$ cat src/rtl/eupd_pkg.sv
// Shared types, codes and the operator rule table of the encoded user path decoder.
// Stands alone; used by encoded_user_path_decoder_unit through scoped names.

package eupd_pkg;

   localparam int OPERAND_LIMIT = 65536;
   localparam int IDX_W         = $clog2(OPERAND_LIMIT + 1);
   localparam int NEED_W        = 11;
   localparam int START_W       = 16;
   localparam int SUM_MAX_W     = (IDX_W > NEED_W) ? IDX_W : NEED_W;
   localparam int SUM_W         = ((SUM_MAX_W > START_W) ? SUM_MAX_W : START_W) + 1;

   localparam logic [7:0] REPEAT_BASE = 8'd32;
   localparam logic [7:0] MAX_OP      = 8'd11;

   localparam logic [3:0] OP_SETBBOX   = 4'd0;
   localparam logic [3:0] OP_MOVETO    = 4'd1;
   localparam logic [3:0] OP_RMOVETO   = 4'd2;
   localparam logic [3:0] OP_LINETO    = 4'd3;
   localparam logic [3:0] OP_RLINETO   = 4'd4;
   localparam logic [3:0] OP_CURVETO   = 4'd5;
   localparam logic [3:0] OP_RCURVETO  = 4'd6;
   localparam logic [3:0] OP_ARC       = 4'd7;
   localparam logic [3:0] OP_ARCN      = 4'd8;
   localparam logic [3:0] OP_ARCT      = 4'd9;
   localparam logic [3:0] OP_CLOSEPATH = 4'd10;
   localparam logic [3:0] OP_UCACHE    = 4'd11;

   localparam logic [2:0] ST_OK       = 3'd0;
   localparam logic [2:0] ST_INVALID  = 3'd1;
   localparam logic [2:0] ST_ORDER    = 3'd2;
   localparam logic [2:0] ST_NO_BBOX  = 3'd3;
   localparam logic [2:0] ST_OVERFLOW = 3'd4;

   typedef enum logic [2:0] {
      PH_INITIAL = 3'b001,
      PH_UCACHE  = 3'b010,
      PH_PATH    = 3'b100
   } phase_type;

   typedef struct packed {
      logic [2:0] nargs;
      logic [2:0] allowed;   // phase mask, same one-hot codes as phase_type
      phase_type  next;
   } op_rule_type;

   function automatic op_rule_type op_rule(input logic [3:0] code);
      op_rule_type r;
      r = '{nargs: 3'd0, allowed: 3'b000, next: PH_INITIAL};
      unique case (code)
         OP_SETBBOX: r = '{nargs: 3'd4, allowed: 3'b011, next: PH_PATH};
         OP_MOVETO, OP_RMOVETO, OP_LINETO, OP_RLINETO:
            r = '{nargs: 3'd2, allowed: 3'b100, next: PH_PATH};
         OP_CURVETO, OP_RCURVETO:
            r = '{nargs: 3'd6, allowed: 3'b100, next: PH_PATH};
         OP_ARC, OP_ARCN, OP_ARCT:
            r = '{nargs: 3'd5, allowed: 3'b100, next: PH_PATH};
         OP_CLOSEPATH: r = '{nargs: 3'd0, allowed: 3'b100, next: PH_PATH};
         OP_UCACHE:    r = '{nargs: 3'd0, allowed: 3'b001, next: PH_UCACHE};
         default:      r = '{nargs: 3'd0, allowed: 3'b000, next: PH_INITIAL};
      endcase
      return r;
   endfunction

endpackage

$ cat src/rtl/encoded_user_path_decoder_unit.sv
// Encoded user path operator decoder: one result per input byte.
// Depends on eupd_pkg for codes, widths and the operator rule table.
//
//   channel  | direction | tdata                        | tuser        | tlast
//   req_     | in        | [7:0] op_byte                | -            | last_byte
//   rsp_     | out       | code, nargs, repeat, start,  | is_operator  | path_done
//            |           | status (see port comment)    |              |
//   csr_     | in        | csr_wr_data: compat_mode     | -            | -
//
// One byte per cycle sustained while rsp_tready is held high; each byte passes the
// input register, then the result register, with the decode and index add between.
// Reset (synchronous) clears compat_mode, the phase, repeat, index and error.
// A stalled result holds in the result register while the input register still
// takes one more byte; req_tready drops only when both are full.

module encoded_user_path_decoder_unit (
   input  logic        clock,
   input  logic        reset,
   input  logic        csr_wr_en,
   input  logic        csr_wr_data,   // compat_mode
   input  logic        req_tvalid,
   output logic        req_tready,
   input  logic [7:0]  req_tdata,     // [7:0] op_byte
   input  logic        req_tlast,     // last_byte
   output logic        rsp_tvalid,
   input  logic        rsp_tready,
   output logic [39:0] rsp_tdata,     // [3:0] operator_code, [6:4] arg_count,
                                      // [14:7] repeat_count, [30:15] operand_start,
                                      // [33:31] status, [39:34] zero
   output logic        rsp_tuser,     // is_operator
   output logic        rsp_tlast      // path_done
);

   logic compat_ff;

   logic       in_valid_ff, in_valid_in;
   logic [7:0] in_byte_ff;
   logic       in_last_ff;

   eupd_pkg::phase_type               phase_ff, phase_in;
   logic [7:0]                        pend_ff, pend_in;
   logic [eupd_pkg::IDX_W-1:0]        idx_ff, idx_in;
   logic                              err_ff, err_in;

   logic                              rsp_valid_ff, rsp_valid_in;
   logic                              rsp_isop_ff, rsp_isop_in;
   logic [3:0]                        rsp_code_ff, rsp_code_in;
   logic [2:0]                        rsp_nargs_ff, rsp_nargs_in;
   logic [7:0]                        rsp_rep_ff, rsp_rep_in;
   logic [eupd_pkg::START_W-1:0]      rsp_start_ff, rsp_start_in;
   logic [2:0]                        rsp_status_ff, rsp_status_in;
   logic                              rsp_last_ff;

   logic                              adv;
   logic                              ok;
   eupd_pkg::op_rule_type             rule;
   logic [eupd_pkg::NEED_W-1:0]       need;
   logic [eupd_pkg::SUM_W-1:0]        idx_wide;
   logic [eupd_pkg::SUM_W-1:0]        sum;

   // advance the input register into the result register
   assign adv          = in_valid_ff && (!rsp_valid_ff || rsp_tready);
   assign req_tready   = !in_valid_ff || adv;
   assign in_valid_in  = (req_tvalid && req_tready) || (in_valid_ff && !adv);
   assign rsp_valid_in = adv || (rsp_valid_ff && !rsp_tready);

   assign rule     = eupd_pkg::op_rule(in_byte_ff[3:0]);
   assign need     = eupd_pkg::NEED_W'(rule.nargs) * eupd_pkg::NEED_W'(pend_ff);
   assign idx_wide = eupd_pkg::SUM_W'(idx_ff);
   assign sum      = idx_wide + eupd_pkg::SUM_W'(need);

   always_comb begin
      phase_in      = phase_ff;
      pend_in       = pend_ff;
      idx_in        = idx_ff;
      err_in        = err_ff;
      ok            = 1'b1;
      rsp_isop_in   = 1'b0;
      rsp_code_in   = '0;
      rsp_nargs_in  = '0;
      rsp_rep_in    = '0;
      rsp_start_in  = '0;
      rsp_status_in = eupd_pkg::ST_OK;
      if (!err_ff) begin
         if (in_byte_ff > eupd_pkg::REPEAT_BASE) begin
            pend_in = in_byte_ff - eupd_pkg::REPEAT_BASE;
         end else if (in_byte_ff > eupd_pkg::MAX_OP) begin
            rsp_status_in = eupd_pkg::ST_INVALID;
            err_in        = 1'b1;
         end else begin
            rsp_code_in  = in_byte_ff[3:0];
            rsp_nargs_in = rule.nargs;
            rsp_rep_in   = pend_ff;
            rsp_start_in = idx_wide[eupd_pkg::START_W-1:0];
            if (compat_ff && in_byte_ff[3:0] == eupd_pkg::OP_UCACHE) begin
               phase_in = (phase_ff == eupd_pkg::PH_PATH) ? eupd_pkg::PH_PATH
                                                          : eupd_pkg::PH_UCACHE;
            end else if ((rule.allowed & phase_ff) == 3'b000) begin
               ok            = 1'b0;
               rsp_status_in = eupd_pkg::ST_ORDER;
               err_in        = 1'b1;
            end else begin
               phase_in = rule.next;
            end
            if (ok) begin
               if (sum > eupd_pkg::SUM_W'(eupd_pkg::OPERAND_LIMIT)) begin
                  // saturate the index and latch the overflow
                  idx_in        = eupd_pkg::IDX_W'(eupd_pkg::OPERAND_LIMIT);
                  rsp_status_in = eupd_pkg::ST_OVERFLOW;
                  err_in        = 1'b1;
               end else begin
                  idx_in      = sum[eupd_pkg::IDX_W-1:0];
                  rsp_isop_in = 1'b1;
               end
            end
            pend_in = 8'd1;
         end
         if (in_last_ff && !err_in && phase_in != eupd_pkg::PH_PATH) begin
            rsp_status_in = eupd_pkg::ST_NO_BBOX;
         end
      end
      if (in_last_ff) begin
         phase_in = eupd_pkg::PH_INITIAL;
         pend_in  = 8'd1;
         idx_in   = '0;
         err_in   = 1'b0;
      end
   end

   always_ff @(posedge clock) begin
      if (reset) begin
         compat_ff    <= 1'b0;
         in_valid_ff  <= 1'b0;
         rsp_valid_ff <= 1'b0;
         phase_ff     <= eupd_pkg::PH_INITIAL;
         pend_ff      <= 8'd1;
         idx_ff       <= '0;
         err_ff       <= 1'b0;
      end else begin
         if (csr_wr_en) begin
            compat_ff <= csr_wr_data;
         end
         in_valid_ff  <= in_valid_in;
         rsp_valid_ff <= rsp_valid_in;
         if (adv) begin
            phase_ff <= phase_in;
            pend_ff  <= pend_in;
            idx_ff   <= idx_in;
            err_ff   <= err_in;
         end
      end
   end

   always_ff @(posedge clock) begin
      if (req_tvalid && req_tready) begin
         in_byte_ff <= req_tdata;
         in_last_ff <= req_tlast;
      end
      if (adv) begin
         rsp_isop_ff   <= rsp_isop_in;
         rsp_code_ff   <= rsp_code_in;
         rsp_nargs_ff  <= rsp_nargs_in;
         rsp_rep_ff    <= rsp_rep_in;
         rsp_start_ff  <= rsp_start_in;
         rsp_status_ff <= rsp_status_in;
         rsp_last_ff   <= in_last_ff;
      end
   end

   assign rsp_tvalid = rsp_valid_ff;
   assign rsp_tdata  = {6'b000000, rsp_status_ff, rsp_start_ff, rsp_rep_ff,
                        rsp_nargs_ff, rsp_code_ff};
   assign rsp_tuser  = rsp_isop_ff;
   assign rsp_tlast  = rsp_last_ff;

   // a latched error silences every later byte
   assert property (@(posedge clock) disable iff (reset)
      (adv && err_ff) |=> (!rsp_isop_ff && rsp_status_ff == eupd_pkg::ST_OK))
      else $error("byte issued while error latched");

   assert property (@(posedge clock) disable iff (reset)
      idx_ff <= eupd_pkg::IDX_W'(eupd_pkg::OPERAND_LIMIT))
      else $error("operand index beyond limit");

   assert property (@(posedge clock) disable iff (reset)
      (adv && in_last_ff) |=> (pend_ff == 8'd1 && idx_ff == '0 && !err_ff
                               && phase_ff == eupd_pkg::PH_INITIAL && rsp_last_ff))
      else $error("state not cleared after last byte");

   assert property (@(posedge clock) disable iff (reset)
      pend_ff != 8'd0)
      else $error("repeat count zero");

endmodule
$ cat config.mk
export PLATFORM = sky130hd
export DESIGN_NAME = encoded_user_path_decoder_unit
export DESIGN_NICKNAME = d
export VERILOG_FILES = /design/src/rtl/eupd_pkg.sv /design/src/rtl/encoded_user_path_decoder_unit.sv
export SDC_FILE = /design/constraint.sdc
export NUM_CORES = 1
export LEC_CHECK = 0
export ABC_AREA = 1
export ABC_CLOCK_PERIOD_IN_PS = 4200
export BUFFER_PORTS_ARGS = -buffer_cell sky130_fd_sc_hd__buf_2
export CORE_UTILIZATION = 45
export CTS_BUF_LIST = sky130_fd_sc_hd__clkbuf_8
export CTS_CLUSTER_SIZE = 30
export DETAILED_ROUTE_END_ITERATION = 8
export HOLD_SLACK_MARGIN = 0.05
export PLACE_DENSITY_LB_ADDON = 0.12
export SLEW_MARGIN = 20
export SYNTH_ARGS = -nofsm -noshare
export SYNTH_HDL_FRONTEND = slang
export SYNTH_SLANG_ARGS = --single-unit
$ cat constraint.sdc
create_clock -name clock -period 4.2 [get_ports clock]
set_input_delay 0.21 -clock clock [delete_from_list [all_inputs] [get_ports clock]]
set_output_delay 0.21 -clock clock [all_outputs]
set_load 0.02 [all_outputs]
==> impl_results.md <==
- Area delta synth->final: 12.7%
- Share of post-route cells with drive strength above 1: 0.141
- I/O Buffers: 52
- First-pass GRT wire length: roughly 17000 um
- Post-cts resize count: 0
- YS warnings: 0
- Clock Skews: around 0.014 ns
- Detailed Routing Iterations Pass 1: 4
- Post-synth top flop: edfxtp_1
- Hold crit path type: input pin to register
- Die area: about 11000 um2
- Vias in the first global route: around 3800
- Slew at the pin closest to its max-slew limit: ~1.0 ns
- Peak Freq: around 260 MHz
- Worst Path Required: ~4.5 ns
- Cell-internal power: approximately 0.0013 W
- Clock buffer depth: 2
- Clock H-tree levels: 3
- Row cnt: 37
- Gr ovfl total: 0
- WL per Instance: around 13 um
- Number of CTS-inserted buffers: 9
- Setup_tns: 0 ns
- Final ANT Viol Nets: 0
- DRC: 0
- Clk root buf: clkbuf_8
- Crit end category: register
- Fin util: 0.531
- Top cell type's share of synthesized area: 0.273
- Power Total: 0.00179 W
- Clk slew on worst S/H paths: 0.09 ns
- CTS Sinks: 86
- Clock tree from TritonCTS: done
- Tot GR Track Use: 0.197
- Initial antenna violation count: 0
- Seq/Total Area, Yosys: 0.439
- Status: completed
- Slew margin rel.: 0.301
- Post-CTS Hold Fix Bufs: 10
- Static leakage: 2.60 nW
- Yosys cell types: 39
- Fin. max-slew vios: 0
- EDFF count, synth: 45
- Net switching share of the total power: 0.278
- Clock power share: 0.326
- PwrDens: 321 nW/um2
- Core footprint: between 10000 and 15000 um2
- Die height: 107 um
- Hpwl dp: ~8000 um
- Final wirelength: approximately 11000 um
- Tmin final: between 3 and 4 ns
- I/O pin cnt: 59
- Yosys top cell by area: edfxtp_1
- Gate count after technology mapping: a little over 600
- Sequential share of power: 0.531
- Unrepaired setup endpoints after global routing: no
- Synth top cells by count: nand2_1 (146), inv_1 (121), nor2_1 (77), edfxtp_1 (45), dfxtp_1 (41)
- Largest net degree at the start of global routing: 32
- Max FO, Critical Path: 18
- Die X-Extent: 107 um
- Via count: roughly 4000
- Worst-skew pair later-pin latency: 0.38 ns
- Critical path class: register to register
- Crit path launch type: register
- Combinational share of power: 0.143
- Async SR Flop Fraction: 0
- Peak VDD IR: around 0.28 mV
- Most common cell in the netlist: nand2_1
- Final hold violation count: 0
- Diodes inserted: 0
- Worst path arrival time: about 4.1 ns
- Post-CTS setup buffer count: 0
- Setup-failing EPs final: 0
- Sw Pwr: 0.000498 W
- Final period util: 0.907
- Max Cap Viol: 0
- GP Congestion: 0.894
- Flops & latches, synth: 86
- Initial Util: 0.471
- Synth Cell Area: about 4900 um2
- Vias per inst: approximately 4.8
- Synth top area cells: edfxtp_1 (27%), dfxtp_1 (17%), nand2_1 (11%)
- Final net count: between 700 and 800
- Initial drt markers: 150
- Syn_area_per_cell: roughly 8.0 um2
-- worst max-delay path, stage by stage, from the launching register on --
cell and delay, ns:
dfxtp_1 0.52, nand2_1 0.13, fa_1 0.51, fa_1 0.53, inv_1 0.07, fa_1 0.47
nand3_1 0.13, nand2_1 0.08, nand2_1 0.09, nand2_1 0.08, a21oi_1 0.16, nand3_1 0.09
nor2_1 0.13, nand3_1 0.13, nand2_4 0.23, nand2_1 0.12, nand2_1 0.07, nand3_1 0.08
nand2_1 0.07
-- final timing paths --
check	from	to	slack, ns	cells past startpoint
max	rule[7]	rsp_status_ff[0]	0.39	18
min	req_tvalid	in_valid_ff	0.09	3
max reg2reg	rule[7]	rsp_status_ff[0]	0.39	18
min reg2reg	in_valid_ff	rsp_tvalid	0.46	2
-- logic make-up after synthesis --
group                    share of synthesized area
other                                     0.000758
adder cells (fa/ha/maj)                     0.0986
AO/OA/AOI/OAI                               0.0852
buffers and inverters                        0.120
flip-flops                                   0.439
AND/OR/NAND/NOR                              0.252
XOR/XNOR                                   0.00531
-- per-stage QoR --
| stage | hold slack, ns | area, um2 | setup WS [ns] | cells |
|---|---|---|---|---|
| 6_report | 0.0869 | 5580 | 0.391 | 823 |
| 5_1_grt | 0.0646 | 5580 | 0.0497 | 823 |
| 4_1_cts | 0.0598 | 5580 | 0.408 | 823 |
| 3_5_place_dp | 0.388 | 5280 | 0.434 | 797 |
| 3_3_place_gp | 0.387 | 5280 | 0.531 | 797 |
| 2_1_floorplan | 0.309 | 4970 | 0.746 | 627 |
-- registers in the layout, summed over array words and instances (netlist names) --
signal and flops:
idx_ff 17, compat_ff 1, rsp_tuser 1, in_valid_ff 1, in_last_ff 1, in_byte_ff 8
rsp_start_ff 16, pend_ff 8, rsp_tvalid 1, rsp_code_ff 4, rsp_nargs_ff 3, phase_ff 3
rsp_status_ff 3, rule 9, rsp_rep_ff 8, err_ff 1, rsp_tlast 1
-- power by group through the flow --
stage               clock, W  sequential [W]  combinational, W
floorplan                  0        0.000981          0.000176
global placement           0        0.000969          0.000248
detailed placement         0        0.000971          0.000253
CTS                 0.000599        0.000951          0.000260
global route        0.000624        0.000957          0.000290
finish              0.000583        0.000951          0.000257
-- metal layers --
metal / track usage / share of wire / vias up
li1: - / - / 2053
met1: 0.230 / 0.44 / 1822
met2: 0.343 / 0.50 / 78
met3: 0.0529 / 0.037 / 21
met4: 0.0793 / 0.023 / 0
met5: 0 / 0 / -
-- layout make-up --
type	instances	area (um2)
fill	1020	4930
multi-input combinational	397	2200
sequential	86	2170
inverter	125	470
timing repair buffer	63	368
tap	136	170
clock buffer	10	138
clock inverter	6	55.1
-- layout by cell type, fill, tap and decap left out, types with 2 or more instances in the layout --
cell,n
nand2_4,2
nand3b_1,3
a211oi_1,6
fa_1,15
inv_2,3
a21oi_2,7
nor3_1,4
nor2_1,77
a21oi_1,33
xor2_1,2
nand2_2,5
edfxtp_1,45
ha_1,15
nand3_1,32
nand2_1,146
clkbuf_8,10
buf_2,52
inv_1,123
nand4_1,7
dfxtp_1,41
nand3_2,7
clkinv_2,3
conb_1,6
o21ai_0,17
dlygate4sd3_1,10
(Power assumes the default switching activity.)
